### src/ccp_pkg.sv
`timescale 1ns / 1ps
// ----------------------------------------------------------------------------
// ccp_pkg
// Shared types and constants for the coefficient compress / pack block.
// ----------------------------------------------------------------------------
package ccp_pkg;

  // Payload and configuration port widths
  localparam int VALUE_W    = 12;
  localparam int CFG_IDX_W  = 2;
  localparam int CFG_DATA_W = 3;

  // Register indexes on the configuration port
  localparam logic [CFG_IDX_W-1:0] REG_DIRECTION      = 2'd0;
  localparam logic [CFG_IDX_W-1:0] REG_BITS_PER_COEFF = 2'd1;

  // Direction codes
  localparam logic DIR_COMPRESS   = 1'b0;
  localparam logic DIR_DECOMPRESS = 1'b1;

  // Compressed width limits and reset value
  localparam int         D_MAX   = 5;
  localparam logic [2:0] D_LO    = 3'd3;
  localparam logic [2:0] D_HI    = 3'd5;
  localparam logic [2:0] D_RESET = 3'd4;

  // Bit accumulator
  localparam int BUF_W  = 12;
  localparam int CNT_W  = 4;
  localparam int BYTE_W = 8;

  // Up to three results per request, held in a small drain queue
  localparam int MAX_RES = 3;
  localparam int LEFT_W  = 2;

  typedef logic [VALUE_W-1:0] value_t;
  typedef logic [BUF_W-1:0]   buffer_t;
  typedef logic [CNT_W-1:0]   count_t;
  typedef logic [LEFT_W-1:0]  left_t;

endpackage

### src/coefficient_compress_pack_top.sv
`timescale 1ns / 1ps
// ----------------------------------------------------------------------------
// coefficient_compress_pack_top
// Coefficient compress / decompress with LSB-first byte packing.
// ----------------------------------------------------------------------------
// Usage:
//   cfg channel (cfg_valid/cfg_ready, cfg_index, cfg_data) writes direction
//   (index 0) and bits_per_coeff (index 1); cfg_ready is always high. Every
//   register write drops any partly packed bits. Write only while idle.
//   in channel takes one coefficient (compress) or one packed byte
//   (decompress) per request. out channel returns packed bytes or rebuilt
//   coefficients; run_last flags the final result of a request.
// Results of a request appear in the cycle after it is accepted.
// Results: each request causes N results (0 or 1 when compressing, up to 3
//   when decompressing with a width of 3). The result queue drains one
//   result per cycle while out_ready is high, and the next request enters in
//   the cycle its last result is taken.
// Reset: direction = compress, width = 4, accumulator empty, queue empty.
// Stall: while out_ready is low the queue holds and in_ready stays low once
//   the last result of the current request is waiting.
// ----------------------------------------------------------------------------
module coefficient_compress_pack_top #(
  parameter int MODULUS     = 3329,
  parameter int COEFF_WIDTH = 12
) (
  input  logic                         clk,
  input  logic                         rst,
  // configuration write channel
  input  logic                         cfg_valid,
  output logic                         cfg_ready,
  input  logic [ccp_pkg::CFG_IDX_W-1:0]  cfg_index,
  input  logic [ccp_pkg::CFG_DATA_W-1:0] cfg_data,
  // input channel
  input  logic                         in_valid,
  output logic                         in_ready,
  input  logic [ccp_pkg::VALUE_W-1:0]  in_value,
  // output channel
  output logic                         out_valid,
  input  logic                         out_ready,
  output logic [ccp_pkg::VALUE_W-1:0]  out_value,
  output logic                         run_last
);
  import ccp_pkg::*;

  // Division by MODULUS as an exact multiply by a rounded-up reciprocal
  localparam int NUM_W    = COEFF_WIDTH + 6;
  localparam int MOD_BITS = $clog2(MODULUS);
  localparam int SHIFT    = NUM_W + MOD_BITS;
  localparam int RECIP_W  = NUM_W + 2;
  localparam int PROD_W   = NUM_W + RECIP_W;
  localparam longint unsigned RECIP_FULL =
    ((64'd1 << SHIFT) + longint'(MODULUS) - 1) / longint'(MODULUS);
  localparam logic [RECIP_W-1:0] RECIP    = RECIP_W'(RECIP_FULL);
  localparam logic [NUM_W-1:0]   HALF_MOD = NUM_W'(MODULUS / 2);

  // Reconstruction product width
  localparam int MODW  = $clog2(MODULUS + 1);
  localparam int SUM_W = D_MAX + MODW + 1;
  localparam logic [SUM_W-1:0] MOD_S = SUM_W'(MODULUS);

  localparam logic [D_MAX-1:0] ALL_ONES = '1;

  // Registers
  logic                  direction;
  logic [2:0]            bits_per_coeff;
  buffer_t               bit_buffer;
  count_t                bit_count;
  value_t                res_q [MAX_RES];
  left_t                 res_left;

  // Next values
  buffer_t               bit_buffer_next;
  count_t                bit_count_next;
  value_t                res_next [MAX_RES];
  left_t                 n_res;

  logic                  accept;
  logic                  take;
  logic [2:0]            d_eff;
  logic [D_MAX-1:0]      mask;

  // Compress datapath
  logic [COEFF_WIDTH-1:0] coef;
  logic [NUM_W-1:0]       num;
  logic [PROD_W-1:0]      prod;
  logic [D_MAX-1:0]       t_val;
  logic [CNT_W:0]         c_cnt;
  buffer_t                c_merged;

  assign accept    = in_valid && in_ready;
  assign take      = out_valid && out_ready;
  assign cfg_ready = 1'b1;
  assign out_valid = (res_left != '0);
  assign run_last  = (res_left == left_t'(1));
  assign out_value = res_q[0];
  assign in_ready  = (res_left == '0) || ((res_left == left_t'(1)) && out_ready);

  // Effective width, clamped to 3..5
  always_comb begin
    if (bits_per_coeff < D_LO) begin
      d_eff = D_LO;
    end else if (bits_per_coeff > D_HI) begin
      d_eff = D_HI;
    end else begin
      d_eff = bits_per_coeff;
    end
    mask = ~(ALL_ONES << d_eff);
  end

  // Compress: t = ((c << d) + q/2) / q, cut to d bits
  assign coef     = in_value[COEFF_WIDTH-1:0];
  assign num      = (NUM_W'(coef) << d_eff) + HALF_MOD;
  assign prod     = PROD_W'(num) * PROD_W'(RECIP);
  assign t_val    = prod[SHIFT +: D_MAX] & mask;
  assign c_cnt    = {1'b0, bit_count} + (CNT_W+1)'(d_eff);
  assign c_merged = bit_buffer | (BUF_W'(t_val) << bit_count);

  // Next accumulator state and result set for the offered request
  always_comb begin
    buffer_t          d_buf;
    logic [CNT_W:0]   d_cnt;
    logic [D_MAX-1:0] v;
    logic [SUM_W-1:0] rsum;
    logic [SUM_W-1:0] rval;
    d_buf = '0;
    d_cnt = '0;
    v     = '0;
    rsum  = '0;
    rval  = '0;
    for (int k = 0; k < MAX_RES; k++) begin
      res_next[k] = '0;
    end
    n_res = '0;
    if (direction == DIR_COMPRESS) begin
      if (c_cnt >= (CNT_W+1)'(BYTE_W)) begin
        res_next[0]     = VALUE_W'(c_merged[BYTE_W-1:0]);
        bit_buffer_next = c_merged >> BYTE_W;
        bit_count_next  = CNT_W'(c_cnt - (CNT_W+1)'(BYTE_W));
        n_res           = left_t'(1);
      end else begin
        bit_buffer_next = c_merged;
        bit_count_next  = c_cnt[CNT_W-1:0];
      end
    end else begin
      // Decompress: append the byte, then pull d-bit fields LSB first
      d_buf = bit_buffer | (BUF_W'(in_value[BYTE_W-1:0]) << bit_count);
      d_cnt = {1'b0, bit_count} + (CNT_W+1)'(BYTE_W);
      for (int k = 0; k < MAX_RES; k++) begin
        if (d_cnt >= (CNT_W+1)'(d_eff)) begin
          v           = d_buf[D_MAX-1:0] & mask;
          rsum        = SUM_W'(v) * MOD_S + (SUM_W'(1) << (d_eff - 3'd1));
          rval        = rsum >> d_eff;
          res_next[k] = VALUE_W'(rval);
          d_buf       = d_buf >> d_eff;
          d_cnt       = d_cnt - (CNT_W+1)'(d_eff);
          n_res       = n_res + left_t'(1);
        end
      end
      bit_buffer_next = d_buf;
      bit_count_next  = d_cnt[CNT_W-1:0];
    end
  end

  // Control state: configuration, accumulator, queue occupancy
  always_ff @(posedge clk) begin
    if (rst) begin
      direction      <= DIR_COMPRESS;
      bits_per_coeff <= D_RESET;
      bit_buffer     <= '0;
      bit_count      <= '0;
      res_left       <= '0;
    end else begin
      if (accept) begin
        res_left <= n_res;
      end else if (take) begin
        res_left <= res_left - left_t'(1);
      end
      if (cfg_valid) begin
        unique case (cfg_index)
          REG_DIRECTION: begin
            direction  <= cfg_data[0];
            bit_buffer <= '0;
            bit_count  <= '0;
          end
          REG_BITS_PER_COEFF: begin
            bits_per_coeff <= cfg_data;
            bit_buffer     <= '0;
            bit_count      <= '0;
          end
          default: begin
          end
        endcase
      end else if (accept) begin
        bit_buffer <= bit_buffer_next;
        bit_count  <= bit_count_next;
      end
    end
  end

  // Result queue: load on accept, shift down on each taken result
  always_ff @(posedge clk) begin
    if (accept) begin
      for (int k = 0; k < MAX_RES; k++) begin
        res_q[k] <= res_next[k];
      end
    end else if (take) begin
      for (int k = 0; k < MAX_RES - 1; k++) begin
        res_q[k] <= res_q[k+1];
      end
    end
  end

  // Assertions
  a_comp_one_result: assert property (@(posedge clk) disable iff (rst)
    accept && (direction == DIR_COMPRESS) |=> (res_left <= left_t'(1)))
    else $error("compress request produced more than one result");

  a_comp_count: assert property (@(posedge clk) disable iff (rst)
    (direction == DIR_COMPRESS) |-> (bit_count < count_t'(BYTE_W)))
    else $error("compress accumulator holds a full byte");

  a_decomp_count: assert property (@(posedge clk) disable iff (rst)
    (direction == DIR_DECOMPRESS) |-> (bit_count < count_t'(d_eff)))
    else $error("decompress accumulator holds a full field");

  a_stall_hold: assert property (@(posedge clk) disable iff (rst)
    out_valid && !out_ready |=> (res_left == $past(res_left)))
    else $error("result queue moved while stalled");

  a_last_drains: assert property (@(posedge clk) disable iff (rst)
    take && run_last && !accept |=> !out_valid)
    else $error("results left after the last one was taken");

endmodule
### config.mk
export PLATFORM = sky130hd
export DESIGN_NAME = coefficient_compress_pack_top
export DESIGN_NICKNAME = d
export VERILOG_FILES = /design/src/ccp_pkg.sv /design/src/coefficient_compress_pack_top.sv
export SDC_FILE = /design/constraint.sdc
export NUM_CORES = 1
export LEC_CHECK = 0
export ABC_AREA = 1
export BUFFER_PORTS_ARGS = -buffer_cell sky130_fd_sc_hd__buf_2
export CORE_UTILIZATION = 45
export CTS_CLUSTER_DIAMETER = 60
export DETAILED_ROUTE_END_ITERATION = 8
export PLACE_DENSITY_LB_ADDON = 0.12
export SETUP_SLACK_MARGIN = 0.5
export SLEW_MARGIN = 10
export SYNTH_ARGS = -nofsm -noshare
export SYNTH_HDL_FRONTEND = slang
export SYNTH_SLANG_ARGS = --single-unit
### constraint.sdc
create_clock -name clk -period 20.4 [get_ports clk]
set_input_delay 4.08 -clock clk [delete_from_list [all_inputs] [get_ports clk]]
set_output_delay 4.08 -clock clk [all_outputs]
set_load 0.02 [all_outputs]
## Word-level counts from Yosys, hierarchy flattened

Memory sizes are Yosys's and may differ from the RTL's.
Index checks and enable logic that the tools add are counted.

- Output and inout port bits: 16
- Memories kept: 1
- Bits of input ports: 22
- RAM bits: 36
- Word-level logic and storage cells: 110
- Register bits: 22

- Shift-type cells: 11
- $mul: 4
- Order comparisons: 6
- Mux-type cells: 44
- Bitwise logic cells: 9
- Add/subtract/negate cells: 14
- Equality and inequality tests: 3
- Reductions and logical operators: 13

Memory list:

| name | depth | bits a word | read ports | clocked after Yosys merged registers in | write ports | line | RTL |
|---|---|---|---|---|---|---|---|
| res_q | 3 | 12 | 3 | 0 | 3 | coefficient_compress_pack_top.sv:68 | `value_t res_q [MAX_RES];` |

Operator list:

| cell | number |
|---|---|
| $mux 12 | 16 |
| $add 17x18->18 | 3 |
| $shr 18x3->12 | 3 |
| $mul 5x12->17 const B | 3 |
| $shr 12x3->12 | 3 |
| $mul 18x18->34 const B | 1 |
| $mux 24 | 1 |
| $mux 4 | 6 |
| $or 12x12->12 | 2 |
| $and 5x5->5 | 4 |
| $mux 5 | 4 |
| $add 18x11->18 const B | 1 |
| $shl 1x3->18 const A | 1 |
| $shl 12x3->18 | 1 |
| $ge 5x3->1 | 3 |
| $mux 2 | 7 |
| $shl 5x4->12 | 1 |
| $shl 8x4->12 | 1 |
| $sub 5x3->5 | 2 |
| $mux 8 | 1 |
| $mux 1 | 7 |
| $mux 3 | 2 |
| $reduce_and 2->1 | 3 |
| $reduce_bool 2->1 | 3 |
| 19 further kinds | 25 |

## Longest topological paths before layout

- Word-level depth: 16
- Mapped depth: 45
- Mapped depth without buffers: 44

## Worst setup path before layout

No wires, ideal clock.

- Kind: in2reg
- From: in in_value[4] (netlist bit)
- To: mem res_q[0][2] (netlist bit) (data pin)
- Path buffers: 0
- Setup time: 152 ps
- Slack: 9,723 ps
- Arrival time: 10,526 ps
- Stages on the path: 34
- Required time: 20,248 ps
- Path through: inv_1 > nand3_1 > nand3_1 > nand2_1 > ha_1 > nor2_1 > nand2_1 > nand3_1 > nor2_1 > nand2_1 > xor2_1 > fa_1 > inv_1 > fa_1 > inv_1 > fa_1 > fa_1 > fa_1 > inv_1 > fa_1 > inv_1 > ha_1 > a21oi_1 > o21a_1 > o22ai_1 > nor2_1 > nand2_1 > nand2_1 > nand3_1 > o21ai_0 > nand4_1 > nand2_1 > nand2_1 > a31oi_1

RTL lines:

| item | line | RTL |
|---|---|---|
| from (decl) | coefficient_compress_pack_top.sv:36 | `input logic [ccp_pkg::VALUE_W-1:0] in_value,` |
| to (decl) | coefficient_compress_pack_top.sv:68 |  |

## Final worst setup path

- From: in in_value[3] (netlist bit)
- To: reg bit_buffer[1]

- Longest elaborated chain between the ends: 13

RTL lines:

| item | line | RTL |
|---|---|---|
| branches (longest 10 deep; another with $mul 18x18->34) | -- |  |
| $mux 12 * | coefficient_compress_pack_top.sv:134 | `if (direction == DIR_COMPRESS) begin` |
| $mux 12 * | coefficient_compress_pack_top.sv:193 | `end else if (accept) begin` |
| $mux 12 * | coefficient_compress_pack_top.sv:178 | `if (cfg_valid) begin` |
| to (signal assigned) | coefficient_compress_pack_top.sv:194 | `bit_buffer <= bit_buffer_next;` |
| to (decl) | coefficient_compress_pack_top.sv:66 | `buffer_t bit_buffer;` |

Mark *: on every way between the ends. The select of a mux whose other input is x is not followed.
A chain may end at the register's enable or synchronous reset.

==> impl_metrics.json <==
{
  "status": "finished, final reports clean",
  "synth_edf_count": 36,
  "clk_path_buf_depth": 2,
  "fp.dieW_um": 180,
  "cts_tree": "done",
  "htree_num_levels": 3,
  "routed_wl_mm": 43.0,
  "post-route-drc-count": 0,
  "dieArea_um2": 32500,
  "fmax_mhz": 87.7,
  "start_kind": "input port",
  "grt_max_degree": 56,
  "crit_arrival_ps": 11680,
  "synth.most_common_cell": "inv_1",
  "grt.total_usage_pct": 27.5,
  "rows": 64,
  "crit_path_top_delay_cell": "nor3_1",
  "synth_area_leaders": "ha_1, fa_1, inv_1, nand2_1, edfxtp_1",
  "worst_path_most_repeated_cell": "nand3_1",
  "fin_tns_setup_ps": 0,
  "io_pins": 38,
  "synthToLayoutAreaGrowth_pct": 6.09,
  "insertion_delay_ps": 350,
  "nets": 2331,
  "cts_resized": 0,
  "cp_max_fo": 7,
  "cp_data_required_time_ps": 20680,
  "clock-sinks": 58,
  "gp_congestion": 0.951,
  "synth_cell_types": 63,
  "critPathMaxStageDelay_ps": 940,
  "period_needed_ps": 11400,
  "cts_root_buf": "clkbuf_16",
  "drive_above_1_share_pct": 6.89,
  "slew_violations": 0,
  "hold_viol": 0,
  "worstMarginPinSlew_ps": 1220,
  "cts_buffers": 9,
  "drt_pre_antenna_iters": 5,
  "grt_pass1_vias": 12100,
  "yosysSeqAreaShare_pct": 10.6,
  "grt_first_pass_wirelength_mm": 68.1,
  "worstSetupPathType": "input port to flop",
  "syn_avg_cell_area_um2": 7.51,
  "start_util_pct": 46.2,
  "dpl.hpwl_mm": 36.9,
  "cts_hold_buf": 0,
  "max_slew_margin_pct": 17.9,
  "gr-total-overflow": 0,
  "cap_violations": 0,
  "setup_viol": 0,
  "endpoint_kind": "flop",
  "vias_per_cell": 5.32,
  "yosys.area.top_type_share_pct": 21.5,
  "drtIter0Drc": 1101,
  "post-route-util_pct": 49.0,
  "wl_per_cell_um": 18.5,
  "post-synth-top-area-cell": "ha_1",
  "die_h_um": 180,
  "netlist_instances": 1902,
  "synth_flop_cell": "edfxtp_1",
  "path_clk_slew_ps": 60,
  "post_cts_buffers": 0,
  "ant_nets": 0,
  "async_reset_ff_share_pct": 0,
  "yosys_warnings": 0,
  "skew_ps": 6.96,
  "syn_area_um2": 14300,
  "hp-class": "flop to flop",
  "rsz0062_at_grt": "no",
  "vias": 12400,
  "antenna_found_initial": 1,
  "portBuffers": 36,
  "period_share_pct": 55.9,
  "ys_ff_latch": 58,
  "fillCellCount": 3136,
  "synthTopCellsByCount": "inv_1, nand2_1, ha_1",
  "core_um2": 30900
}
-- critical path, delay by kind of cell --
| family | cells | cell delay, ps |
|---|---|---|
| compound gates | 4 | 810 |
| fa+ha+maj | 8 | 3450 |
| buf+inv | 8 | 600 |
| simple gates | 17 | 2710 |
-- layer usage --
metal	up-vias	global-route usage (%)	part of all wire (%)
met4	0	6.67	2.2
li1	6093	-	-
met3	48	4.67	6.4
met5	-	0	0
met2	349	44.0	45
met1	5875	38.4	47
-- kinds of logic (layout without fill, tap and decap cells) --
family | after synthesis | after routing | share of synthesized area, %
AO/OA/AOI/OAI | 262 | 262 | 10.5
XOR/XNOR | 49 | 49 | 3.24
adder cells (fa/ha/maj) | 385 | 385 | 41.0
buffers and inverters | 467 | 469 | 13.1
flip-flops | 58 | 58 | 10.6
multiplexers | 5 | 5 | 0.350
other | 2 | 28 | 0.0526
AND/OR/NAND/NOR | 674 | 674 | 21.1
-- final timing paths --
path | start | to | slack [ps] | cells past startpoint
hold reg to reg | bit_buffer[10]$_SDFFE_PP0P_ | bit_buffer[10]$_SDFFE_PP0P_ | 470 | 2
setup reg to reg | bits_per_coeff[0]$_SDFFE_PP0P_ | bit_buffer[1]$_SDFFE_PP0P_ | 11940 | 38
hold / removal | bit_buffer[10]$_SDFFE_PP0P_ | bit_buffer[10]$_SDFFE_PP0P_ | 470 | 2
setup / recovery | in_value[3] | bit_buffer[1]$_SDFFE_PP0P_ | 9000 | 37
-- stage by stage --
step           std cells  hold WS, ps  worst slack (ps)  instance area (um2)
2_1_floorplan       1927          444              9720                14400
3_3_place_gp        2309          453              8680                14800
3_5_place_dp        2309          457              8640                14800
4_1_cts             2325          466              8960                15200
5_1_grt             2325          484              8410                15200
6_report            2326          465              9000                15200
-- layout by cell type, fill, tap and decap left out, types with 4 or more instances in the layout --
cell type,n
inv_1,387
nand2_1,339
ha_1,246
fa_1,139
nand3_1,133
nor2_1,121
o21ai_0,94
a21oi_1,79
buf_2,36
edfxtp_1,36
xor2_1,29
conb_1,27
dfxtp_1,21
nand4_1,17
xnor2_1,17
inv_2,16
o21ai_1,14
a31oi_1,13
o211ai_1,12
nor3_1,12
nand2_2,11
buf_4,11
clkbuf_16,9
or2_2,8
a21o_1,7
nand3_2,6
o21bai_1,6
and2_1,5
a211oi_1,5
mux2i_1,5
o22ai_1,5
a21oi_2,4
nor4_1,4
-- registers in the layout, indices dropped and copies added, names as in the netlist --
signal	flops
res_q	36
bit_buffer	12
bit_count	4
bits_per_coeff	3
res_left	2
direction	1
-- layout make-up --
type,count,area (um2),share of cell area [%]
Clock buffer,9,225,1.49
Inverter,406,1530,10.1
Multi-Input combinational cell,1402,11000,72.5
Tap cell,396,495,3.27
Timing Repair Buffer,47,263,1.73
Sequential cell,58,1520,10.0
Antenna cell,1,2.50,0.0165
Clock inverter,7,125,0.826
Power is left out: the tool's default activity adds up to more than one toggle a clock period on the data nets, which glitch-free logic cannot reach.
